$ cat src/hw/rtl/ssrc_pkg.sv
// Shared types and constants of the scaled sample rolling capture block.
`timescale 1ns / 1ps

package ssrc_pkg;

  // Field widths
  localparam int unsigned RawInW   = 12;
  localparam int unsigned IdxW     = 8;
  localparam int unsigned GainW    = 24;
  localparam int unsigned OffW     = 32;
  localparam int unsigned AmpW     = 24;
  localparam int unsigned CapW     = 9;
  localparam int unsigned FillW    = 9;
  localparam int unsigned ValW     = 32;

  // Port widths
  localparam int unsigned CfgIdxW  = 8;
  localparam int unsigned CfgDataW = 32;
  localparam int unsigned InDataW  = 24;
  localparam int unsigned OutDataW = 48;
  localparam int unsigned OutUserW = 2;

  // Divider: quotient bits produced after the range check
  localparam int unsigned DivLoW   = 33;
  localparam int unsigned DivSteps = 33;
  localparam int unsigned DivCntW  = 6;

  // Register reset values
  localparam logic [GainW-1:0] GainRst = 24'd65536;
  localparam logic [OffW-1:0]  OffRst  = 32'd0;
  localparam logic [AmpW-1:0]  AmpRst  = 24'd65536;
  localparam logic [CapW-1:0]  CapRst  = 9'd256;

  // Register indexes of the configuration port
  typedef enum logic [CfgIdxW-1:0] {
    CFG_GAIN      = 8'd0,
    CFG_OFFSET    = 8'd1,
    CFG_AMPLITUDE = 8'd2,
    CFG_CAP_LEN   = 8'd3
  } cfg_idx_e;

  // Command carried by an input item
  typedef enum logic {
    OP_SAMPLE = 1'b0,
    OP_READ   = 1'b1
  } op_kind_e;

  // Classified item held in the queue between front and back
  typedef struct packed {
    op_kind_e            kind;
    logic [RawInW-1:0]   raw;
    logic [IdxW-1:0]     idx;
  } op_t;

  // Divider request and response
  typedef struct packed {
    logic                start;
    logic [AmpW-1:0]     hi;
    logic [DivLoW-1:0]   lo;
    logic [AmpW-1:0]     divisor;
  } div_req_t;

  typedef struct packed {
    logic                done;
    logic [DivLoW-1:0]   quot;
  } div_rsp_t;

  // Result item
  typedef struct packed {
    logic [ValW-1:0]     value;
    logic                entry_valid;
    logic [FillW-1:0]    fill;
    logic                clipped;
  } res_t;

endpackage

$ cat src/hw/rtl/ssrc_front.sv
// Front end: accepts input items, classifies them and queues them for the back end.
`timescale 1ns / 1ps

module ssrc_front (
  input  logic              clk_i,
  input  logic              rst_ni,
  input  logic              in_valid_i,
  output logic              in_ready_o,
  input  logic              in_cmd_i,
  input  logic [ssrc_pkg::RawInW-1:0] in_raw_i,
  input  logic [ssrc_pkg::IdxW-1:0]   in_idx_i,
  output logic              op_valid_o,
  output ssrc_pkg::op_t     op_o,
  input  logic              pop_i
);

  localparam int unsigned QDepth = 2;
  localparam int unsigned QPtrW  = $clog2(QDepth);
  localparam int unsigned QCntW  = $clog2(QDepth + 1);

  ssrc_pkg::op_t    slot_q [QDepth];
  ssrc_pkg::op_t    op_in;
  logic [QPtrW-1:0] wr_ptr_q, wr_ptr_d, rd_ptr_q, rd_ptr_d;
  logic [QCntW-1:0] used_q, used_d;
  logic             push, pop;

  // Classify: keep only the field that the command uses
  always_comb begin
    op_in      = '0;
    op_in.kind = ssrc_pkg::op_kind_e'(in_cmd_i);
    unique case (op_in.kind)
      ssrc_pkg::OP_SAMPLE: op_in.raw = in_raw_i;
      ssrc_pkg::OP_READ:   op_in.idx = in_idx_i;
      default:             op_in     = '0;
    endcase
  end

  assign in_ready_o = (used_q != QCntW'(QDepth));
  assign op_valid_o = (used_q != '0);
  assign op_o       = slot_q[rd_ptr_q];
  assign push       = in_valid_i && in_ready_o;
  assign pop        = pop_i && op_valid_o;

  // Advance pointers and fill level
  always_comb begin
    wr_ptr_d = wr_ptr_q;
    rd_ptr_d = rd_ptr_q;
    used_d   = used_q;
    if (push) begin
      wr_ptr_d = (wr_ptr_q == QPtrW'(QDepth - 1)) ? '0 : wr_ptr_q + QPtrW'(1);
    end
    if (pop) begin
      rd_ptr_d = (rd_ptr_q == QPtrW'(QDepth - 1)) ? '0 : rd_ptr_q + QPtrW'(1);
    end
    if (push && !pop) begin
      used_d = used_q + QCntW'(1);
    end else if (pop && !push) begin
      used_d = used_q - QCntW'(1);
    end
  end

  always_ff @(posedge clk_i or negedge rst_ni) begin
    if (!rst_ni) begin
      wr_ptr_q <= '0;
      rd_ptr_q <= '0;
      used_q   <= '0;
    end else begin
      wr_ptr_q <= wr_ptr_d;
      rd_ptr_q <= rd_ptr_d;
      used_q   <= used_d;
    end
  end

  // Store the classified item
  always_ff @(posedge clk_i) begin
    if (push) begin
      slot_q[wr_ptr_q] <= op_in;
    end
  end

endmodule

$ cat config.mk
export PLATFORM = sky130hd
export DESIGN_NAME = ssrc_front
export DESIGN_NICKNAME = d
export VERILOG_FILES = /design/src/hw/rtl/ssrc_pkg.sv /design/src/hw/rtl/ssrc_front.sv
export SDC_FILE = /design/constraint.sdc
export NUM_CORES = 1
export LEC_CHECK = 0
export ABC_AREA = 1
export BUFFER_PORTS_ARGS = -buffer_cell sky130_fd_sc_hd__buf_2
export CAP_MARGIN = 10
export CORE_MARGIN = 1
export CORE_UTILIZATION = 55
export CTS_CLUSTER_DIAMETER = 60
export DETAILED_ROUTE_END_ITERATION = 6
export PLACE_DENSITY = 0.82
export SYNTH_ARGS = -nofsm -noshare
export SYNTH_HDL_FRONTEND = slang
export SYNTH_SLANG_ARGS = --single-unit
$ cat constraint.sdc
create_clock -name clk_i -period 3.1 [get_ports clk_i]
set_input_delay 0 -clock clk_i [delete_from_list [all_inputs] [get_ports clk_i]]
set_output_delay 0 -clock clk_i [all_outputs]
set_load 0.01 [all_outputs]
==> results of run 1 <==
Yosys cell counts, drive strengths merged:
master | instances | area [um2]
xnor2 | 1 | 8.76
dfrtp | 4 | 100
nand3 | 2 | 10.0
nand4 | 1 | 6.26
xor2 | 1 | 8.76
inv | 27 | 101
nor2 | 14 | 52.6
nand2 | 81 | 309
ha | 1 | 12.5
edfxtp | 42 | 1260
buf | 6 | 47.5
routing by layer:
layer | share of wire, % | up-vias | track usage (%)
met1 | 39 | 640 | 23.4
met2 | 55 | 40 | 36.3
met3 | 4.2 | 6 | 6.30
met5 | 0 | - | 0
met4 | 1.3 | 0 | 5.84
li1 | - | 705 | -
flip-flops by register name, summed over array words and instances, names as in the netlist:
| name | flops |
|---|---|
| rd_ptr_q | 1 |
| slot_q | 42 |
| used_q | 2 |
| wr_ptr_q | 1 |
cell usage in the layout, fill, tap and decap left out, drive strengths merged:
master	count
xor2	1
inv	27
nand2	81
dlygate4sd3	24
nand4	1
buf	49
dfrtp	4
xnor2	1
clkbuf	6
nand3	2
edfxtp	42
clkinv	2
nor2	14
ha	1
how the worst min path moves through the flow:
| stage | start | end | cells after the start |
|---|---|---|---|
| after floorplan | rst_ni | rd_ptr_q | 0 |
| after global placement | rst_ni | rd_ptr_q | 1 |
| after detailed placement | rst_ni | rd_ptr_q | 1 |
| after CTS | in_raw_i[5] | slot_q[1][13] | 3 |
| after global routing | in_cmd_i | slot_q[1][20] | 1 |
| final | in_cmd_i | slot_q[1][20] | 1 |
critical path: stages, from the launching register on:
cell                      delay, ns
sky130_fd_sc_hd__dfrtp_1       0.87
sky130_fd_sc_hd__inv_2         0.35
sky130_fd_sc_hd__nand2_1       0.13
sky130_fd_sc_hd__nand2_1       0.09
sky130_fd_sc_hd__buf_2         0.15
logic make-up (layout without fill, tap and decap cells):
| group | count (synthesis) | after routing | share of synthesized area [%] |
|---|---|---|---|
| DFF | 46 | 46 | 71.0 |
| xor gates and xnor gates | 2 | 2 | 0.913 |
| adders and majority gates | 1 | 1 | 0.652 |
| and+or+nand+nor | 98 | 98 | 19.7 |
| buffers and inverters | 33 | 108 | 7.76 |
power breakdown:
group	switching [uW]	leakage [uW]	internal [uW]
Clock	174	0.0000297	85.4
Sequential	89.9	0.000447	857
Combinational	416	0.000736	255
Total	680	0.00121	1200
stage by stage:
step	power [uW]	instances	instance area, um2	util, %
after global routing	2010	301	2470	74.1
after global placement	1590	269	2180	65.4
after floorplan	1380	180	1920	-
after CTS	1880	300	2460	73.8
final	1880	301	2470	74.1
after detailed placement	1610	269	2180	65.4
final cells by class:
| type | count | area (um2) | area share (%) |
|---|---|---|---|
| tap | 46 | 57.6 | 2.33 |
| inverter | 27 | 101 | 4.10 |
| timing repair buffer | 73 | 490 | 19.8 |
| multi-input combinational | 101 | 413 | 16.7 |
| sequential | 46 | 1360 | 55.0 |
| clock buffer | 6 | 41.3 | 1.67 |
| clock inverter | 2 | 8.76 | 0.354 |
==> results.json, run 1 <==
{
  "tightest_slew_ns": 0.780,
  "first_global_vias": 1220,
  "detailedRoute.firstPassIterationCount": 4,
  "die_h_um": 61.1,
  "timing.hold.worst.class": "primary input to flip-flop",
  "reg2reg_slack_ns": 1.39,
  "clk_transition_reported_paths_ns": 0.12,
  "synth-seq-cells": 46,
  "static-leakage-power_uw": 0.00121,
  "synthesis.instances": 180,
  "report.final.setup_viol": 0,
  "fp.coreArea_um2": 3340,
  "first_pass_grt_wire_length_um": 5180,
  "routedWlPerCell_um": 11.8,
  "cts_tree": "done",
  "num-fill-cells": 237,
  "cts_made_buffers": 5,
  "critical_path.startpoint": "rd_ptr_q",
  "routed-via-count": 1391,
  "endpoint": "op_o[20]",
  "worst-r2r-cell-count": 5,
  "critical_path_arrival_ns": 1.95,
  "floorplan.die_area_um2": 3730,
  "pd_cells_nw_per_um2": 759,
  "headroom_to_the_max_slew_limit_pct": 48.0,
  "ir_drop_uv": 464,
  "post_synth_instance_area_um2": 1920,
  "post-place-ws_ns": 1.41,
  "timing.setup.tns_ns": 0,
  "antenna_found_initial": 0,
  "initial_core_util_pct": 57.5,
  "clock_latency_ns": 0.35,
  "clock-root-buffer": "sky130_fd_sc_hd__clkbuf_4",
  "critical_path_peak_fanout": 23,
  "num_io_pins": 48,
  "maximum_number_of_pins_on_one_net_before_global_route_repair": 24,
  "final_critical_path_share_of_the_clock_period_pct": 62.8,
  "global_route.overflow_total": 0,
  "clk_path_buf_depth": 2,
  "fin_ws_ns": 1.15,
  "timing_worst_setup_path_type": "flip-flop to primary output",
  "die_width_um": 61.1,
  "mappedNetlistNets": 206,
  "run_status": "completed",
  "layout.nets": 280,
  "post-cts-setup-buffers": 0,
  "unrepaired_setup_endpoints_after_global_routing": "no",
  "rows": 21,
  "reg2reg_to": "slot_q[1][5]",
  "rr_startpoint": "used_q[0]",
  "port-buffer-count": 47,
  "ys_warn_count": 0,
  "max_clock_freq_ghz": 0.514,
  "cts.sink_count": 46,
  "gp_routability_congestion": 0.698,
  "drive_above_1_share_pct": 23.5,
  "drt_drc_violations_left": 0,
  "grt.total_usage_pct": 20.3,
  "maxSlewViolCount": 0,
  "antenna_cells": 0,
  "timing.hold.ws_ns": 0.0927,
  "viasPerCell": 4.62,
  "finClkSkew_ns": 0.00742,
  "finalWirelength_um": 3560,
  "synth_sequential_area_ratio_pct": 71.0,
  "ctsHoldBuffers": 23,
  "place_hpwl_um": 2240,
  "finalWorstPathRequiredPeriod_ns": 1.95,
  "postRouteAntennaNets": 0,
  "post_cts_resize_count": 0,
  "critPathCaptureType": "primary output",
  "synth.avg_cell_area_um2": 10.7,
  "maximum_capacitance_violations": 0,
  "maximum_level_of_the_cts_h_tree": 2,
  "yosysUniqueCellTypes": 15,
  "layout-area-overhead-vs-synth_pct": 29.0,
  "startpoint_type": "flip-flop",
  "initialDrtViolationCount": 46,
  "worst-endpoint-required_ns": 3.10,
  "report.final.hold_viol_count": 0
}
Note: power is estimated with default switching activity, not from simulation.
==> run 2: changes to the inputs <==
Settings changed: CORE_UTILIZATION 55 to 47, PLACE_DENSITY 0.82 to 0.75.
Clock period 3.1 ns to 1.6 ns, I/O delays scaled along.
==> run 2 against run 1 <==
  * Global-route usage fell by 3.7 points
  * Clock power grew 140%
  * Combinational power grew 110%
  * Design area fell by 3.1%
  * Clock skew decreased by 0.0046 ns
  * Cell count decreased by 2.7%
  * Largest cell class unchanged
  * Wire length is 12% lower
  * Core utilization decreased by 11 points
  * Critical endpoint unchanged
  * Worst setup slack got worse by 1.0 ns
  * Non-clock buffer count decreased by 10
  * Via count shrank 6.7%
  * First-iteration DRC count increased by 17%
==> results.json, run 2 (synthesis results as in run 1) <==
{
  "critPathCaptureType": "primary output",
  "antenna_found_initial": 0,
  "maximum_capacitance_violations": 0,
  "crit_path_cell_trace": "inv_2 -> nand2_1 -> nand2_1 -> buf_2",
  "ir_drop_uv": 724,
  "critical_path_arrival_ns": 1.49,
  "final_critical_path_share_of_the_clock_period_pct": 93.2,
  "worst-endpoint-required_ns": 1.60,
  "layout_common_cells": "sky130_fd_sc_hd__nand2_1, sky130_fd_sc_hd__buf_2, sky130_fd_sc_hd__edfxtp_1",
  "hold_end": "slot_q[1][10]",
  "finClkSkew_ns": 0.00286,
  "startpoint_of_the_most_critical_hold_path": "in_raw_i[2]",
  "leading_registers_by_flop_count": "slot_q: 42 flops, used_q: 2 flops",
  "initialDrtViolationCount": 54,
  "multi_input_area_um2": 413,
  "post_cts_resize_count": 0,
  "cts_tree": "done",
  "clock_latency_ns": 0.29,
  "sequential_cell_area_um2": 1360,
  "reg2reg_to": "used_q[1]",
  "clock-root-buffer": "sky130_fd_sc_hd__clkbuf_8",
  "layout.nets": 270,
  "reg2reg_slack_ns": 0.19,
  "cts.sink_count": 46,
  "rr_startpoint": "used_q[0]",
  "worst_path_most_repeated_cell": "sky130_fd_sc_hd__nand2_1",
  "clk_path_buf_depth": 2,
  "run_status": "completed",
  "layout-area-overhead-vs-synth_pct": 24.9,
  "unrepaired_setup_endpoints_after_global_routing": "no",
  "maximum_number_of_pins_on_one_net_before_global_route_repair": 23,
  "report.final.hold_viol_count": 0,
  "grt.total_usage_pct": 16.6,
  "worst-r2r-cell-count": 9,
  "place_hpwl_um": 2100,
  "ctsHoldBuffers": 10,
  "static-leakage-power_uw": 0.00119,
  "maximum_level_of_the_cts_h_tree": 2,
  "routed-via-count": 1298,
  "slowest_stage_delay_cp_ns": 0.51,
  "gp_routability_congestion": 0.822,
  "timing.setup.tns_ns": 0,
  "num-fill-cells": 301,
  "die_h_um": 65.9,
  "headroom_to_the_max_slew_limit_pct": 73.3,
  "critical_path_peak_fanout": 22,
  "max_clock_freq_ghz": 0.671,
  "antenna_cells": 0,
  "finalWirelength_um": 3130,
  "port-buffer-count": 47,
  "timing.hold.worst.class": "primary input to flip-flop",
  "floorplan.die_area_um2": 4340,
  "startpoint_type": "flip-flop",
  "pd_cells_nw_per_um2": 1580,
  "tightest_slew_ns": 0.401,
  "rows": 22,
  "drt_drc_violations_left": 0,
  "leading_cell_type_in_the_layout_fill_and_taps_excluded": "sky130_fd_sc_hd__nand2_1",
  "viasPerCell": 4.43,
  "final_util_pct": 63.1,
  "postRouteAntennaNets": 0,
  "hold_depth": 3,
  "largest_register_ff_count": 42,
  "top_register": "slot_q",
  "maxSlewViolCount": 0,
  "global_route.overflow_total": 0,
  "clk_transition_reported_paths_ns": 0.07,
  "detailedRoute.firstPassIterationCount": 4,
  "first_pass_grt_wire_length_um": 5190,
  "cts_made_buffers": 5,
  "routedWlPerCell_um": 10.7,
  "finalWorstPathRequiredPeriod_ns": 1.49,
  "timing_worst_setup_path_type": "flip-flop to primary output",
  "first_global_vias": 1191,
  "total_power_uw": 3790,
  "drive_above_1_share_pct": 25.7,
  "cp_max_delay_cell": "sky130_fd_sc_hd__dfrtp_1",
  "critical_path.startpoint": "rd_ptr_q",
  "timing.hold.ws_ns": 0.0301,
  "post-cts-setup-buffers": 0,
  "die_width_um": 65.9,
  "fp.coreArea_um2": 3800,
  "report.final.setup_viol": 0,
  "initial_core_util_pct": 50.5,
  "num_io_pins": 48
}
[run 2: layer usage]
layer	routed length, um	track usage, %	vias to the layer above
met5	0	0	-
met2	1540	28.3	45
met4	49	8.15	0
li1	-	-	683
met3	165	3.62	5
met1	1370	19.7	565
[run 2: layout make-up]
| cell class | instances | area share, % |
|---|---|---|
| clock buffer | 5 | 2.87 |
| clock inverter | 3 | 0.470 |
| inverter | 27 | 4.23 |
| multi-input combinational | 101 | 17.2 |
| sequential | 46 | 56.8 |
| tap | 48 | 2.51 |
| timing repair buffer | 63 | 15.9 |
[run 2: critical path, delay by kind of cell, from the launching register on]
kind | cells | cell delay (ns)
buf+inv | 2 | 0.50
simple gates | 2 | 0.19
flops | 1 | 0.51
[run 2: worst max path at each step]
| stage | cells after the start | endpoint |
|---|---|---|
| 2_1_floorplan | 4 | slot_q[1][0] |
| 3_3_place_gp | 9 | used_q[1] |
| 3_5_place_dp | 9 | used_q[1] |
| 4_1_cts | 4 | op_o[20] |
| 5_1_grt | 4 | op_o[20] |
| 6_report | 4 | op_o[20] |
[run 2: through the flow]
stage	std cells	area, um2	setup slack (ns)
floorplan	180	1920	-0.310
global placement	275	2220	0.233
detailed placement	275	2220	0.192
CTS	293	2400	0.0795
global route	293	2400	0.000357
finish	293	2400	0.109
[run 2: power by group]
part / internal, uW / switching, uW / leakage, uW
combinational: 521 / 856 / 0.000698
clock: 291 / 336 / 0.0000407
sequential: 1660 / 121 / 0.000447
==> run 3: changes to the inputs <==
Clock period 1.6 ns to 1.3 ns, I/O delays scaled along.
==> run 3 against run 2 <==
  * The flow now finishes with violations (negative setup slack)
  * Count of clock-buffer cells in the layout grew 1
  * Sequential share of layout area decreased by 2.8 points
  * Clock power increased by 25%
  * Critical path depth grew 5
  * Worst setup slack lost 0.14 ns
  * Clock skew is 0.0015 ns higher
  * Critical path type is now flip-flop to flip-flop
  * Highest routed layer unchanged
==> results.json, run 3 (synthesis results as in run 1) <==
{
  "timing.hold.worst.class": "primary input to flip-flop",
  "failed_checks": "negative setup slack",
  "layout-area-overhead-vs-synth_pct": 31.4,
  "max_clock_freq_ghz": 0.751,
  "die_h_um": 65.9,
  "leading_registers_by_flop_count": "slot_q: 42 flops, used_q: 2 flops",
  "worst-r2r-cell-count": 9,
  "pd_cells_nw_per_um2": 2030,
  "fp.coreArea_um2": 3800,
  "fin_ws_ns": -0.0315,
  "grt.total_usage_pct": 16.9,
  "first_global_vias": 1233,
  "drt_drc_violations_left": 0,
  "postRouteAntennaNets": 0,
  "critical_path_peak_fanout": 3,
  "maximum_level_of_the_cts_h_tree": 2,
  "rows": 22,
  "unrepaired_setup_endpoints_after_global_routing": "yes",
  "viasPerCell": 4.58,
  "drive_above_1_share_pct": 32.7,
  "clock_latency_ns": 0.29,
  "post-place-ws_ns": -0.0796,
  "layout_common_cells": "sky130_fd_sc_hd__nand2_1, sky130_fd_sc_hd__buf_2, sky130_fd_sc_hd__edfxtp_1",
  "place_hpwl_um": 2190,
  "ir_drop_uv": 1140,
  "num_io_pins": 48,
  "cts.sink_count": 46,
  "top_register": "slot_q",
  "clock-root-buffer": "sky130_fd_sc_hd__clkbuf_8",
  "headroom_to_the_max_slew_limit_pct": 73.3,
  "report.final.setup_viol": 1,
  "layout.nets": 273,
  "reg2reg_to": "used_q[1]",
  "run_status": "finished, violations left",
  "finish.cell_count_without_fillers": 296,
  "crit_path_cell_trace": "inv_2 -> nand2_4 -> nand2_8 -> inv_2 -> ha_4 -> inv_2 -> nand3_2 -> nand2_2 -> nand2_2",
  "critical_path.startpoint": "used_q[0]",
  "initialDrtViolationCount": 24,
  "maxSlewViolCount": 0,
  "cts_made_buffers": 5,
  "clk_transition_reported_paths_ns": 0.08,
  "cts_tree": "done",
  "global_route.overflow_total": 0,
  "endpoint": "used_q[1]",
  "finalWirelength_um": 3370,
  "final_critical_path_share_of_the_clock_period_pct": 102,
  "die_width_um": 65.9,
  "initial_core_util_pct": 50.5,
  "detailedRoute.firstPassIterationCount": 4,
  "timing_worst_setup_path_type": "flip-flop to flip-flop",
  "floorplan.die_area_um2": 4340,
  "maximum_capacitance_violations": 0,
  "largest_register_ff_count": 42,
  "worst_path_most_repeated_cell": "sky130_fd_sc_hd__inv_2",
  "timing.setup.tns_ns": -0.0315,
  "timing.hold.ws_ns": 0.0103,
  "static-leakage-power_uw": 0.00123,
  "gp_routability_congestion": 0.814,
  "rr_startpoint": "used_q[0]",
  "clk_path_buf_depth": 2,
  "first_pass_grt_wire_length_um": 5170,
  "antenna_cells": 0,
  "cp_max_delay_cell": "sky130_fd_sc_hd__dfrtp_1",
  "routed-via-count": 1356,
  "place.detailed.instances": 277,
  "maximum_number_of_pins_on_one_net_before_global_route_repair": 23,
  "finClkSkew_ns": 0.00432,
  "leading_cell_type_in_the_layout_fill_and_taps_excluded": "sky130_fd_sc_hd__nand2_1",
  "antenna_found_initial": 0,
  "critical_path_arrival_ns": 1.51,
  "finalWorstPathRequiredPeriod_ns": 1.33,
  "num-fill-cells": 290,
  "worst-endpoint-required_ns": 1.48,
  "reg2reg_slack_ns": -0.03,
  "critPathCaptureType": "flip-flop",
  "report.final.hold_viol_count": 0,
  "port-buffer-count": 47,
  "startpoint_type": "flip-flop",
  "final_util_pct": 66.4,
  "tightest_slew_ns": 0.401,
  "routedWlPerCell_um": 11.4,
  "slowest_stage_delay_cp_ns": 0.40
}
run 3: changes by cell type in the layout (fill, tap and decap cells not counted), sizes merged:
| cell | delta |
|---|---|
| clkinv | -1 |
| clkbuf | +1 |
| dlygate4sd3 | -3 |
| buf | +6 |
run 3: worst min path at each step:
stage	endpoint	cells after the start	start
floorplan	rd_ptr_q	0	rst_ni
global placement	used_q[0]	1	rst_ni
detailed placement	used_q[0]	1	rst_ni
CTS	slot_q[0][1]	3	in_idx_i[1]
global route	slot_q[1][0]	3	in_idx_i[0]
finish	slot_q[0][1]	3	in_idx_i[1]
run 3: layout make-up:
type                    count  area, um2  share of cell area, %
flip-flops and latches     46       1360                   54.0
multi-input cells         101        479                   19.0
repair buffers             66        432                   17.1
inverters                  27        106                   4.22
clock buffers               6       72.6                   2.88
well taps                  48       60.1                   2.38
clock inverters             2       8.76                  0.347
run 3: report_power, final:
| group | total [uW] | internal (uW) | switching [uW] |
|---|---|---|---|
| clock network | 783 | 369 | 414 |
| registers | 2190 | 2050 | 143 |
| logic | 2150 | 885 | 1270 |
run 3: timing repair:
action | in CTS | in global routing
hold buffers | 7 | 0
pin swaps | 1 | 2
endpoints found under the setup margin | 22 | 10
gates resized for setup | 4 | 12
buffers inserted | 1 | 3
hold endpoints to repair | 15 | 0
run 3: metal layers:
layer	vias to the layer above	track usage (%)	wire [um]
met5	-	0	0
met4	0	10.6	85
met3	10	4.48	153
met2	44	29.0	1790
met1	609	18.3	1340
li1	693	-	-
run 3: worst max-delay path, delay by kind of cell (launching register included):
| kind | cells | cell delay, ns |
|---|---|---|
| DFF | 1 | 0.40 |
| and+or+nand+nor | 5 | 0.39 |
| adders and majority gates | 1 | 0.22 |
| buffers and inverters | 3 | 0.21 |
run 3: metrics by stage:
stage,total power [uW],cell area (um2)
floorplan,3390,1960
global placement,4080,2290
detailed placement,4130,2290
CTS,4960,2450
global route,5470,2520
finish,5130,2520
